[src/rtl/tlsd_pkg.sv]
// Shared types and constants for the TLS record deframer.
// No dependencies; imported by every module of the block.
package tlsd_pkg;

    localparam logic [15:0] TLS_VERSION     = 16'h0303;
    localparam logic [2:0]  HDR_LAST_IDX    = 3'd4;
    localparam logic [7:0]  TYPE_CCS        = 8'd20;
    localparam logic [7:0]  TYPE_ALERT      = 8'd21;
    localparam logic [7:0]  TYPE_APPDATA    = 8'd23;
    localparam logic [15:0] MAX_LEN_RST     = 16'd16640;
    localparam logic [63:0] START_SEQ_RST   = 64'd0;

    localparam int unsigned CFG_ADDR_W = 5;
    localparam int unsigned CFG_DATA_W = 64;

    localparam logic [1:0] REG_MAX_LEN   = 2'd0;
    localparam logic [1:0] REG_FILTER    = 2'd1;
    localparam logic [1:0] REG_START_SEQ = 2'd2;

    localparam logic ACT_BYTE  = 1'b0;
    localparam logic ACT_CLOSE = 1'b1;

    localparam logic [1:0] KIND_PAYLOAD = 2'd0;
    localparam logic [1:0] KIND_START   = 2'd1;
    localparam logic [1:0] KIND_ERROR   = 2'd2;

    localparam logic [2:0] ERR_NONE        = 3'd0;
    localparam logic [2:0] ERR_VERSION     = 3'd1;
    localparam logic [2:0] ERR_TOO_LARGE   = 3'd2;
    localparam logic [2:0] ERR_CLOSED_HDR  = 3'd3;
    localparam logic [2:0] ERR_CLOSED_PAY  = 3'd4;
    localparam logic [2:0] ERR_ALERT       = 3'd5;
    localparam logic [2:0] ERR_UNEXPECTED  = 3'd6;

    typedef enum logic [1:0] {
        PH_HEADER  = 2'b01,
        PH_PAYLOAD = 2'b10
    } t_phase;

    typedef struct packed {
        logic [15:0] max_len;
        logic        filter;
        logic        seq_load;
        logic [63:0] seq_value;
    } t_cfg;

    typedef struct packed {
        logic [1:0]  kind;
        logic [7:0]  payload_byte;
        logic [7:0]  record_type;
        logic [15:0] record_length;
        logic [63:0] record_sequence;
        logic        last;
        logic [2:0]  error_code;
    } t_entry;

endpackage

[src/rtl/tlsd_front.sv]
// Front end: header collection, record checks, type filtering and sequencing.
// Depends on tlsd_pkg; produces one queue entry per result transaction.
module tlsd_front (
    input  logic                 i_clk,
    input  logic                 i_rst_n,
    input  tlsd_pkg::t_cfg       i_cfg,
    input  logic                 i_accept,
    input  logic                 i_action,
    input  logic [7:0]           i_data_byte,
    output logic                 o_push,
    output tlsd_pkg::t_entry     o_entry
);
    import tlsd_pkg::*;

    t_phase      r_phase, n_phase;
    logic [2:0]  r_seen, n_seen;
    logic [7:0]  r_type, n_type;
    logic [15:0] r_ver, n_ver;
    logic [15:0] r_len, n_len;
    logic [15:0] r_rem, n_rem;
    logic        r_drop, n_drop;
    logic [63:0] r_next_seq, n_next_seq;
    logic [63:0] r_prev_seq, n_prev_seq;
    logic        r_halted, n_halted;

    always_comb begin
        n_phase    = r_phase;
        n_seen     = r_seen;
        n_type     = r_type;
        n_ver      = r_ver;
        n_len      = r_len;
        n_rem      = r_rem;
        n_drop     = r_drop;
        n_next_seq = r_next_seq;
        n_prev_seq = r_prev_seq;
        n_halted   = r_halted;
        o_push     = 1'b0;
        o_entry.kind            = KIND_PAYLOAD;
        o_entry.payload_byte    = 8'd0;
        o_entry.record_type     = r_type;
        o_entry.record_length   = r_len;
        o_entry.record_sequence = 64'd0;
        o_entry.last            = 1'b0;
        o_entry.error_code      = ERR_NONE;

        if (i_accept && !r_halted) begin
            if (i_action == ACT_CLOSE) begin
                o_push             = 1'b1;
                o_entry.kind       = KIND_ERROR;
                o_entry.error_code = (r_phase == PH_HEADER) ? ERR_CLOSED_HDR : ERR_CLOSED_PAY;
                n_halted           = 1'b1;
            end else begin
                unique case (r_phase)
                    PH_HEADER: begin
                        case (r_seen) inside
                            3'd0:        n_type = i_data_byte;
                            [3'd1:3'd2]: n_ver  = {r_ver[7:0], i_data_byte};
                            default:     n_len  = {r_len[7:0], i_data_byte};
                        endcase
                        n_seen = r_seen + 3'd1;
                        if (r_seen == HDR_LAST_IDX) begin
                            n_seen                = 3'd0;
                            n_drop                = 1'b0;
                            o_entry.record_type   = n_type;
                            o_entry.record_length = n_len;
                            if (n_ver != TLS_VERSION) begin
                                o_push             = 1'b1;
                                o_entry.kind       = KIND_ERROR;
                                o_entry.error_code = ERR_VERSION;
                                n_halted           = 1'b1;
                            end else if (n_len > i_cfg.max_len) begin
                                o_push             = 1'b1;
                                o_entry.kind       = KIND_ERROR;
                                o_entry.error_code = ERR_TOO_LARGE;
                                n_halted           = 1'b1;
                            end else if (i_cfg.filter) begin
                                if (n_len == 16'd0) begin
                                    n_phase = PH_HEADER;
                                end else if (n_type == TYPE_CCS) begin
                                    n_drop  = 1'b1;
                                    n_phase = PH_PAYLOAD;
                                    n_rem   = n_len;
                                end else if (n_type == TYPE_ALERT) begin
                                    o_push             = 1'b1;
                                    o_entry.kind       = KIND_ERROR;
                                    o_entry.error_code = ERR_ALERT;
                                    n_halted           = 1'b1;
                                end else if (n_type != TYPE_APPDATA) begin
                                    o_push             = 1'b1;
                                    o_entry.kind       = KIND_ERROR;
                                    o_entry.error_code = ERR_UNEXPECTED;
                                    n_halted           = 1'b1;
                                end else begin
                                    o_push                  = 1'b1;
                                    o_entry.kind            = KIND_START;
                                    o_entry.record_sequence = r_next_seq;
                                    n_prev_seq              = r_next_seq;
                                    n_next_seq              = r_next_seq + 64'd1;
                                    n_phase                 = PH_PAYLOAD;
                                    n_rem                   = n_len;
                                end
                            end else begin
                                o_push       = 1'b1;
                                o_entry.kind = KIND_START;
                                o_entry.last = (n_len == 16'd0);
                                if (n_len != 16'd0) begin
                                    n_phase = PH_PAYLOAD;
                                    n_rem   = n_len;
                                end
                            end
                        end
                    end
                    PH_PAYLOAD: begin
                        n_rem = r_rem - 16'd1;
                        if (n_rem == 16'd0) begin
                            n_phase = PH_HEADER;
                            n_drop  = 1'b0;
                        end
                        if (!r_drop) begin
                            o_push                  = 1'b1;
                            o_entry.payload_byte    = i_data_byte;
                            o_entry.record_sequence = i_cfg.filter ? r_prev_seq : 64'd0;
                            o_entry.last            = (n_rem == 16'd0);
                        end
                    end
                    default: n_phase = PH_HEADER;
                endcase
            end
        end

        if (i_cfg.seq_load) begin
            n_next_seq = i_cfg.seq_value;
            n_prev_seq = i_cfg.seq_value - 64'd1;
        end
    end

    always_ff @(posedge i_clk) begin
        if (!i_rst_n) begin
            r_phase    <= PH_HEADER;
            r_seen     <= 3'd0;
            r_type     <= 8'd0;
            r_ver      <= 16'd0;
            r_len      <= 16'd0;
            r_rem      <= 16'd0;
            r_drop     <= 1'b0;
            r_next_seq <= START_SEQ_RST;
            r_prev_seq <= START_SEQ_RST - 64'd1;
            r_halted   <= 1'b0;
        end else begin
            r_phase    <= n_phase;
            r_seen     <= n_seen;
            r_type     <= n_type;
            r_ver      <= n_ver;
            r_len      <= n_len;
            r_rem      <= n_rem;
            r_drop     <= n_drop;
            r_next_seq <= n_next_seq;
            r_prev_seq <= n_prev_seq;
            r_halted   <= n_halted;
        end
    end

`ifndef SYNTHESIS
    a_no_push_halted: assert property (@(posedge i_clk) disable iff (!i_rst_n)
        r_halted |-> !o_push)
        else $error("result produced while halted");
    a_hdr_count: assert property (@(posedge i_clk) disable iff (!i_rst_n)
        (r_phase == PH_PAYLOAD) |-> (r_seen == 3'd0 && r_rem != 16'd0))
        else $error("payload phase with stale header count or zero remaining");
`endif

endmodule

[src/rtl/tlsd_fifo.sv]
// Short result queue between the front end and the output stage.
// Depends on tlsd_pkg for the entry type.
module tlsd_fifo #(
    parameter int unsigned DEPTH = 4
) (
    input  logic             i_clk,
    input  logic             i_rst_n,
    input  logic             i_push,
    input  tlsd_pkg::t_entry i_wr_data,
    input  logic             i_pop,
    output tlsd_pkg::t_entry o_rd_data,
    output logic             o_full,
    output logic             o_empty
);
    import tlsd_pkg::*;

    localparam int unsigned AW = (DEPTH > 1) ? $clog2(DEPTH) : 1;
    localparam int unsigned CW = $clog2(DEPTH + 1);

    t_entry          r_mem [DEPTH];
    logic [AW-1:0]   r_wr_ptr, r_rd_ptr;
    logic [CW-1:0]   r_count;

    always_ff @(posedge i_clk) begin
        if (i_push) begin
            r_mem[r_wr_ptr] <= i_wr_data;
        end
    end

    always_ff @(posedge i_clk) begin
        if (!i_rst_n) begin
            r_wr_ptr <= '0;
            r_rd_ptr <= '0;
            r_count  <= '0;
        end else begin
            if (i_push) begin
                r_wr_ptr <= (r_wr_ptr == AW'(DEPTH - 1)) ? '0 : r_wr_ptr + AW'(1);
            end
            if (i_pop) begin
                r_rd_ptr <= (r_rd_ptr == AW'(DEPTH - 1)) ? '0 : r_rd_ptr + AW'(1);
            end
            if (i_push && !i_pop) begin
                r_count <= r_count + CW'(1);
            end else if (i_pop && !i_push) begin
                r_count <= r_count - CW'(1);
            end
        end
    end

    assign o_rd_data = r_mem[r_rd_ptr];
    assign o_full    = (r_count == CW'(DEPTH));
    assign o_empty   = (r_count == '0);

`ifndef SYNTHESIS
    a_no_overflow: assert property (@(posedge i_clk) disable iff (!i_rst_n)
        o_full |-> !i_push)
        else $error("queue overflow");
`endif

endmodule

[src/rtl/tlsd_back.sv]
// Output stage: drains the result queue into the registered output channel.
// Depends on tlsd_pkg for the entry type.
module tlsd_back (
    input  logic             i_clk,
    input  logic             i_rst_n,
    input  logic             i_empty,
    input  tlsd_pkg::t_entry i_rd_data,
    output logic             o_pop,
    input  logic             i_stall,
    output logic             o_valid,
    output tlsd_pkg::t_entry o_entry
);
    import tlsd_pkg::*;

    logic   r_valid;
    t_entry r_entry;

    assign o_pop = !i_empty && (!r_valid || !i_stall);

    always_ff @(posedge i_clk) begin
        if (!i_rst_n) begin
            r_valid <= 1'b0;
        end else if (o_pop) begin
            r_valid <= 1'b1;
        end else if (!i_stall) begin
            r_valid <= 1'b0;
        end
    end

    always_ff @(posedge i_clk) begin
        if (o_pop) begin
            r_entry <= i_rd_data;
        end
    end

    assign o_valid = r_valid;
    assign o_entry = r_entry;

`ifndef SYNTHESIS
    a_hold_stalled: assert property (@(posedge i_clk) disable iff (!i_rst_n)
        (r_valid && i_stall) |=> (r_valid && $stable(r_entry)))
        else $error("stalled output transaction lost");
`endif

endmodule

[src/rtl/tls_record_deframer_core.sv]
// TLS 1.3 record deframer.
// Throughput one byte per cycle while the queue is not full.
// Results pass through a FIFO_DEPTH-entry queue and a registered output stage.
// Input stalls only while the queue is full.
// Synchronous active-low reset: header phase, config to defaults, errors cleared.
// Depends on tlsd_pkg, tlsd_front, tlsd_fifo, tlsd_back.
module tls_record_deframer_core #(
    parameter int unsigned FIFO_DEPTH = 4
) (
    input  logic                               i_clk,
    input  logic                               i_rst_n,
    input  logic                               i_valid,
    output logic                               o_stall,
    input  logic                               i_action,
    input  logic [7:0]                         i_data_byte,
    output logic                               o_valid,
    input  logic                               i_stall,
    output logic [1:0]                         o_kind,
    output logic [7:0]                         o_payload_byte,
    output logic [7:0]                         o_record_type,
    output logic [15:0]                        o_record_length,
    output logic [63:0]                        o_record_sequence,
    output logic                               o_last,
    output logic [2:0]                         o_error_code,
    input  logic                               psel,
    input  logic                               penable,
    input  logic                               pwrite,
    input  logic [tlsd_pkg::CFG_ADDR_W-1:0]    paddr,
    input  logic [tlsd_pkg::CFG_DATA_W-1:0]    pwdata,
    output logic [tlsd_pkg::CFG_DATA_W-1:0]    prdata,
    output logic                               pready
);
    import tlsd_pkg::*;

    logic [15:0] r_max_len;
    logic        r_filter;
    logic [63:0] r_start_seq;
    logic        cfg_wr;
    logic [1:0]  cfg_idx;
    t_cfg        cfg;

    logic        accept;
    logic        push;
    logic        pop;
    logic        full;
    logic        empty;
    t_entry      wr_entry;
    t_entry      rd_entry;
    t_entry      out_entry;

    assign pready  = 1'b1;
    assign cfg_idx = paddr[4:3];
    assign cfg_wr  = psel && penable && pwrite;

    always_ff @(posedge i_clk) begin
        if (!i_rst_n) begin
            r_max_len   <= MAX_LEN_RST;
            r_filter    <= 1'b0;
            r_start_seq <= START_SEQ_RST;
        end else if (cfg_wr) begin
            unique case (cfg_idx)
                REG_MAX_LEN:   r_max_len   <= pwdata[15:0];
                REG_FILTER:    r_filter    <= pwdata[0];
                REG_START_SEQ: r_start_seq <= pwdata;
                default: ;
            endcase
        end
    end

    always_comb begin
        unique case (cfg_idx)
            REG_MAX_LEN:   prdata = {48'd0, r_max_len};
            REG_FILTER:    prdata = {63'd0, r_filter};
            REG_START_SEQ: prdata = r_start_seq;
            default:       prdata = '0;
        endcase
    end

    assign cfg.max_len   = r_max_len;
    assign cfg.filter    = r_filter;
    assign cfg.seq_load  = cfg_wr && (cfg_idx == REG_START_SEQ);
    assign cfg.seq_value = pwdata;

    assign o_stall = full;
    assign accept  = i_valid && !full;

    tlsd_front u_front (
        .i_clk       (i_clk),
        .i_rst_n     (i_rst_n),
        .i_cfg       (cfg),
        .i_accept    (accept),
        .i_action    (i_action),
        .i_data_byte (i_data_byte),
        .o_push      (push),
        .o_entry     (wr_entry)
    );

    tlsd_fifo #(
        .DEPTH (FIFO_DEPTH)
    ) u_fifo (
        .i_clk     (i_clk),
        .i_rst_n   (i_rst_n),
        .i_push    (push),
        .i_wr_data (wr_entry),
        .i_pop     (pop),
        .o_rd_data (rd_entry),
        .o_full    (full),
        .o_empty   (empty)
    );

    tlsd_back u_back (
        .i_clk     (i_clk),
        .i_rst_n   (i_rst_n),
        .i_empty   (empty),
        .i_rd_data (rd_entry),
        .o_pop     (pop),
        .i_stall   (i_stall),
        .o_valid   (o_valid),
        .o_entry   (out_entry)
    );

    assign o_kind            = out_entry.kind;
    assign o_payload_byte    = out_entry.payload_byte;
    assign o_record_type     = out_entry.record_type;
    assign o_record_length   = out_entry.record_length;
    assign o_record_sequence = out_entry.record_sequence;
    assign o_last            = out_entry.last;
    assign o_error_code      = out_entry.error_code;

endmodule
[config.mk]
export PLATFORM = sky130hd
export DESIGN_NAME = tls_record_deframer_core
export DESIGN_NICKNAME = d
export VERILOG_FILES = /design/src/rtl/tlsd_pkg.sv /design/src/rtl/tlsd_front.sv /design/src/rtl/tlsd_fifo.sv /design/src/rtl/tlsd_back.sv /design/src/rtl/tls_record_deframer_core.sv
export SDC_FILE = /design/constraint.sdc
export NUM_CORES = 1
export LEC_CHECK = 0
export ABC_AREA = 1
export CORE_ASPECT_RATIO = 0.9
export CORE_MARGIN = 2
export CORE_UTILIZATION = 53
export DETAILED_ROUTE_END_ITERATION = 16
export DONT_BUFFER_PORTS = 1
export PLACE_DENSITY = 0.71
export SLEW_MARGIN = 20
export SYNTH_ARGS = -nofsm -noshare
export SYNTH_HDL_FRONTEND = slang
export SYNTH_SLANG_ARGS = --single-unit
[constraint.sdc]
create_clock -name i_clk -period 10.6 [get_ports i_clk]
set_clock_uncertainty 0.15 [all_clocks]
set_input_delay 2.12 -clock i_clk [delete_from_list [all_inputs] [get_ports i_clk]]
set_output_delay 2.12 -clock i_clk [all_outputs]
set_load 0.01 [all_outputs]
## Word level (Yosys, flattened, before mapping)

Memories as Yosys holds them, arrays and structs flattened. A register that Yosys moved wholly into a read port is not among the register bits.
Index checks and enable logic that the tools add are counted.

- Register bits: 280
- RAM bits: 408
- Output and inout bits: 169
- Logic and storage cells: 238
- Memories: 1

- $add $sub $neg: 8
- Order comparisons: 3
- Eq/ne operators: 32
- Mux-type cells: 134
- Bitwise logic cells: 1
- Reductions and logical operators: 42

Memories:

| memory | depth | width | rd ports | clocked after Yosys merged registers in | wr ports | line | text |
|---|---|---|---|---|---|---|---|
| u_fifo.r_mem | 4 | 102 | 1 | 1 | 1 | tlsd_fifo.sv:20 | `t_entry r_mem [DEPTH];` |

Operator list:

| kind | number |
|---|---|
| 64-bit two-way mux | 30 |
| 16-bit two-way mux | 19 |
| 65-bit two-way mux | 3 |
| 64-bit one-hot mux with 3 select lines | 1 |
| 65-bit one-hot mux with 2 select lines | 1 |
| 102-bit two-way mux | 1 |
| 97-bit two-way mux | 1 |
| 92-bit two-way mux | 1 |
| 64-bit by 1-bit adder with 64-bit output (second input constant) | 1 |
| 64-bit by 1-bit subtractor with 64-bit output (second input constant) | 1 |
| 8-bit two-way mux | 6 |
| 2-bit two-way mux | 22 |
| 3-bit two-way mux | 13 |
| 16-bit logical NOT | 2 |
| 16-bit one-hot mux with 2 select lines | 1 |
| 1-bit two-way mux | 31 |
| 24-bit two-way mux | 1 |
| 2-bit != test (second input constant) | 9 |
| 8-bit by 5-bit == test with 1-bit output (second input constant) | 2 |
| 16-bit greater-than comparator | 1 |
| 16-bit by 10-bit != test with 1-bit output (second input constant) | 1 |
| 16-bit nonzero test | 1 |
| 2-bit nonzero test | 8 |
| 16-bit by 1-bit subtractor with 16-bit output (second input constant) | 1 |
| other kinds (31) | 62 |

## Depth between registers and ports, before layout

- Word-level depth: 20
- Gate-level depth with buffers: 33
- Mapped depth without buffers: 32

## Cells and area by module

Synthesis repeated with hierarchy kept, for this count alone.

- Cells, all modules: 4637
- Area total of the unflattened synthesis: 39116.3 um2

By module, submodules not included:

| module | times used | cells an instance | area an instance (um2) |
|---|---|---|---|
| tlsd_fifo | 1 | 1045 | 16174.3 |
| tlsd_front | 1 | 2844 | 15845.2 |
| tls_record_deframer_core | 1 | 641 | 3992.6 |
| tlsd_back | 1 | 107 | 3104.2 |

## Worst setup path after synthesis

OpenSTA, ideal clock, no wires.

- Path kind: input to register
- Start: in i_data_byte[6]
- End: mem u_fifo.r_mem[0][0] (netlist name) (enable)
- Data arrival time: 7.938 ns
- Setup slack: 1.947 ns
- Stages: 19
- Cell sequence: inv_1 > nand3_1 > nand2_1 > inv_1 > ha_1 > nand2_1 > nor2_1 > nand2_1 > nand2_1 > nand2_1 > nand2_1 > nand2_1 > inv_1 > nor2_4 > nand2_1 > nand2_1 > nand3_1 > nand2_1 > nor2_1

- Cells in the longest elaborated chain, start to end: 16

RTL lines:

| what | line | text |
|---|---|---|
| start, declared | tls_record_deframer_core.sv:15 | `input logic [7:0] i_data_byte,` |
| branches (longest 9 deep; another with 16-bit greater-than comparator) | -- |  |
| 1-bit two-way mux (*) | tlsd_front.sv:66 | `if (n_ver != TLS_VERSION) begin` |
| 1-bit two-way mux (*) | tlsd_front.sv:61 | `if (r_seen == HDR_LAST_IDX) begin` |
| 1-bit one-hot mux with 2 select lines (*) | tlsd_front.sv:53 | `unique case (r_phase)` |
| 1-bit two-way mux (*) | tlsd_front.sv:47 | `if (i_action == ACT_CLOSE) begin` |
| 1-bit two-way mux (*) | tlsd_front.sv:46 | `if (i_accept && !r_halted) begin` |
| 1-bit two-way mux (*) | tlsd_fifo.sv:25 | `if (i_push) begin` |
| 1-bit two-way mux (implied by the code) (*) | tlsd_fifo.sv:26 | `r_mem[r_wr_ptr] <= i_wr_data;` |
| end, declared | tlsd_fifo.sv:20 |  |

Mark *: on every way between the ends. The select of a mux whose other input is x is not followed.

## Worst setup path in the final report

- Start: reg u_front.r_seen[1]
- End: mem u_fifo.r_mem[2][59] (netlist name) (enable)

- Cells in the longest elaborated chain, start to end: 18

RTL lines:

| what | line | text |
|---|---|---|
| start, declared | tlsd_front.sv:16 | `logic [2:0] r_seen, n_seen;` |
| start signal, assigned | tlsd_front.sv:151 | `r_seen <= n_seen;` |
| branches (longest 12 deep; another with 16-bit greater-than comparator) | -- |  |
| 1-bit two-way mux (*) | tlsd_front.sv:61 |  |
| 1-bit one-hot mux with 2 select lines (*) | tlsd_front.sv:53 |  |
| 1-bit two-way mux (*) | tlsd_front.sv:47 |  |
| 1-bit two-way mux (*) | tlsd_front.sv:46 |  |
| 1-bit two-way mux (*) | tlsd_fifo.sv:25 |  |
| 1-bit two-way mux (implied by the code) (*) | tlsd_fifo.sv:26 |  |

Marks and branches as above.

==> results.sh <==
export IMPL_cp_data_required_time_ps=10700
export IMPL_finalCritPeriodShare_pct=64.2
export IMPL_clkTransAtPathRegs_ps=60
export IMPL_cts_resized=0
export IMPL_track_usage_pct=29.1
export IMPL_slew_headroom_pct=22.3
export IMPL_cts_root_buffer="clkbuf_16"
export IMPL_critPathTopFamily="simple AND/OR/NAND/NOR gates"
export IMPL_worst_pin_slew_ps=1150
export IMPL_rows=92
export IMPL_dieArea_sq_um=72300
export IMPL_rr_endpoint="u_fifo.r_mem[2][59]"
export IMPL_critPathSlowestCell="nand2_1"
export IMPL_rsz0062_at_grt="false"
export IMPL_r2r_slack_ps=3790
export IMPL_leakage_nw=14.5
export IMPL_ioPinCount=254
export IMPL_route_antenna_remaining_nets=0
export IMPL_cp_end_kind="flop"
export IMPL_io_buffers=0
export IMPL_cp_buffers_inverters=6
export IMPL_hpwl_um=72400
export IMPL_p_total_w=0.00821
export IMPL_yosysTopAreaCell="edfxtp_1"
export IMPL_critical_path_arrival_ps=6910
export IMPL_wl_per_cell_um=21.1
export IMPL_nets=4263
export IMPL_ys_flop_type="edfxtp_1"
export IMPL_fmax_mhz=147
export IMPL_drt_pass1_iter_count=6
export IMPL_cts_hold_buf=0
export IMPL_drt_iter0_drc=4097
export IMPL_post_route_drc_count=0
export IMPL_crit_top_cell="nand2_1"
export IMPL_vdd_drop_max_mv=0.216
export IMPL_routed_wl_um=109000
export IMPL_layout_drive_gt1_share_pct=4.73
export IMPL_syn_avg_cell_area_sq_um=8.66
export IMPL_vias=30500
export IMPL_grt_pass1_wl_um=163000
export IMPL_synth_nets=4413
export IMPL_critical_path_endpoint="u_fifo.r_mem[2][59]"
export IMPL_clk_latency_ps=640
export IMPL_overflow=0
export IMPL_startpoint_type="flop"
export IMPL_fin_ws_ps=3790
export IMPL_synth_edf_count=510
export IMPL_post_cts_buffers=0
export IMPL_start_util_pct=53.3
export IMPL_final_hold_violation_count=0
export IMPL_fin_setup_tns_ps=0
export IMPL_cts_made_buffers=81
export IMPL_ys_types=56
export IMPL_cp_depth=26
export IMPL_ys_seq_area_share_pct=56.2
export IMPL_yosys_top_cells_area="edfxtp_1 (41%), dfxtp_1 (15%), nand2_1 (7.6%)"
export IMPL_outcome="completed"
export IMPL_synth_seq_cells=790
export IMPL_clock_sinks=790
export IMPL_die_height_um=255
export IMPL_core_area_sq_um=69800
export IMPL_cts_tree="done"
export IMPL_synthToLayoutAreaGrowth_pct=8.29
export IMPL_first_global_vias=26800
export IMPL_cp_max_fo=55
export IMPL_worstReg2RegStart="u_front.r_seen[1]"
export IMPL_grt_start_max_net_pins=160
export IMPL_syn_inst=4295
export IMPL_cts_path_max_buffers=3
export IMPL_crit_start="u_front.r_seen[1]"
export IMPL_r2r_cells=26
export IMPL_period_minus_slack_ps=6810
export IMPL_pre_cts_ws_ps=3820
export IMPL_synthArstFlopShare_pct=0
export IMPL_synth_most_common_cell="nand2_1"
export IMPL_syn_area_sq_um=37200
export IMPL_worst_hold_path_type="reg -> reg"
export IMPL_finalSetupViolations=0
export IMPL_synthTopCellsByCount="nand2_1 (756), nor2_1 (629), edfxtp_1 (510)"
export IMPL_synth_top_area_share_pct=41.2
export IMPL_fp_dieW_um=283
export IMPL_yosys_warnings=0
export IMPL_cts_htree_levels=3
export IMPL_finalMaxSlewViolations=0
export IMPL_worstSetupPathType="reg -> reg"
export IMPL_drv_cap=0
export IMPL_antenna_found_initial=5
export IMPL_p_per_area_nw_per_um2=204
export IMPL_hold_depth=2
export IMPL_place_congestion=0.990
export IMPL_drt_vias_per_instance=5.92
export IMPL_critPathMaxStageDelay_ps=980
==> metal layers <==
metal | vias up | wire, um | track usage (%)
met5 | - | 0 | 0
met4 | 0 | 2430 | 6.86
met1 | 14200 | 48800 | 45.6
met3 | 175 | 13600 | 8.18
li1 | 14500 | - | -
met2 | 1608 | 43800 | 39.5
==> layout by cell type, fill, tap and decap left out, types with 8 or more instances in the layout <==
master / n
xnor2_1: 8
a21oi_1: 263
o22ai_1: 105
edfxtp_1: 510
nor4_1: 24
nand3_1: 274
dfxtp_1: 277
a31oi_1: 9
clkbuf_1: 23
clkinv_2: 9
clkbuf_16: 82
nand4_1: 130
o211ai_2: 8
nand2_1: 755
ha_1: 32
o21ai_0: 397
xor2_1: 21
o21ai_1: 9
inv_1: 363
nor2_4: 12
nor3_1: 74
nor2_1: 619
clkbuf_8: 10
buf_4: 26
o211ai_1: 45
a211oi_1: 22
==> where the power goes <==
group	switching [W]	internal (W)
Sequential	0.000270	0.00375
Clock	0.00121	0.00166
Combinational	0.000993	0.000327
==> cells by family (layout without fill, tap and decap cells) <==
logic type	after synthesis	in the layout	share of synthesized area, %
flops	790	790	56.2
other cells	1	2	0.0101
mux	2	2	0.0538
compound gates	886	886	13.2
xor+xnor	29	29	0.683
fa+ha+maj	33	33	1.13
simple gates	1920	1920	22.0
buf+inv	634	549	6.76
==> worst register-to-register path, cell delays in order, from the launching register on <==
cell,delay (ps)
dfxtp_1,350
inv_2,100
ha_1,140
inv_1,40
nand2_2,330
nand3_2,610
nand2_1,990
nand2_1,110
nand2_1,120
inv_1,120
ha_1,290
nand2_1,60
nor2_1,150
nand2_1,70
nand2_1,50
nand2_1,40
nand2_1,60
nand2_1,190
inv_1,220
nor2_4,80
nand2_1,80
nand2_1,80
nand3_1,150
nand2_1,290
nor2_4,150
buf_4,590
buf_4,810
==> flip-flops by register name, summed over array words and instances, names as in the netlist <==
signal / flops
u_front.r_len: 16
u_front.r_next_seq: 64
u_front.r_halted: 1
r_max_len: 16
r_start_seq: 64
u_fifo.r_rd_ptr: 2
u_front.r_prev_seq: 64
u_back.o_entry: 102
u_front.r_seen: 3
u_front.r_drop: 1
u_front.r_phase: 2
u_fifo.r_mem: 408
u_fifo.r_count: 3
r_filter: 1
u_front.r_rem: 16
u_front.r_ver: 16
u_fifo.r_wr_ptr: 2
u_back.o_valid: 1
u_front.r_type: 8
==> area by class of cell <==
class | count | area [sq um]
inverters | 373 | 1420
fillers | 6178 | 29500
repair buffers | 28 | 226
well taps | 940 | 1180
clock buffers | 115 | 2280
flip-flops and latches | 790 | 20900
multi-input cells | 2871 | 13900
diodes | 1 | 2.50
clock inverters | 33 | 412
==> per-stage QoR <==
step	util [%]	hold slack (ps)	std cells	instance area [sq um]
after floorplan	-	280	4295	37200
after global placement	53.9	289	5002	37600
after detailed placement	53.9	295	5002	37600
final	57.8	307	5151	40300
after global routing	57.8	329	5150	40300
after CTS	57.7	309	5150	40300
==> how the worst min path moves through the flow <==
stage                                 startpoint                      to
after floorplan           u_front.r_prev_seq[10]  u_front.r_prev_seq[10]
after global placement    u_front.r_prev_seq[14]  u_front.r_prev_seq[14]
after detailed placement  u_front.r_prev_seq[13]  u_front.r_prev_seq[13]
after CTS                 u_front.r_prev_seq[13]  u_front.r_prev_seq[13]
after global routing             r_start_seq[21]         r_start_seq[21]
final                      u_front.r_prev_seq[9]   u_front.r_prev_seq[9]
No activity file was read; power rests on OpenSTA's default activity.
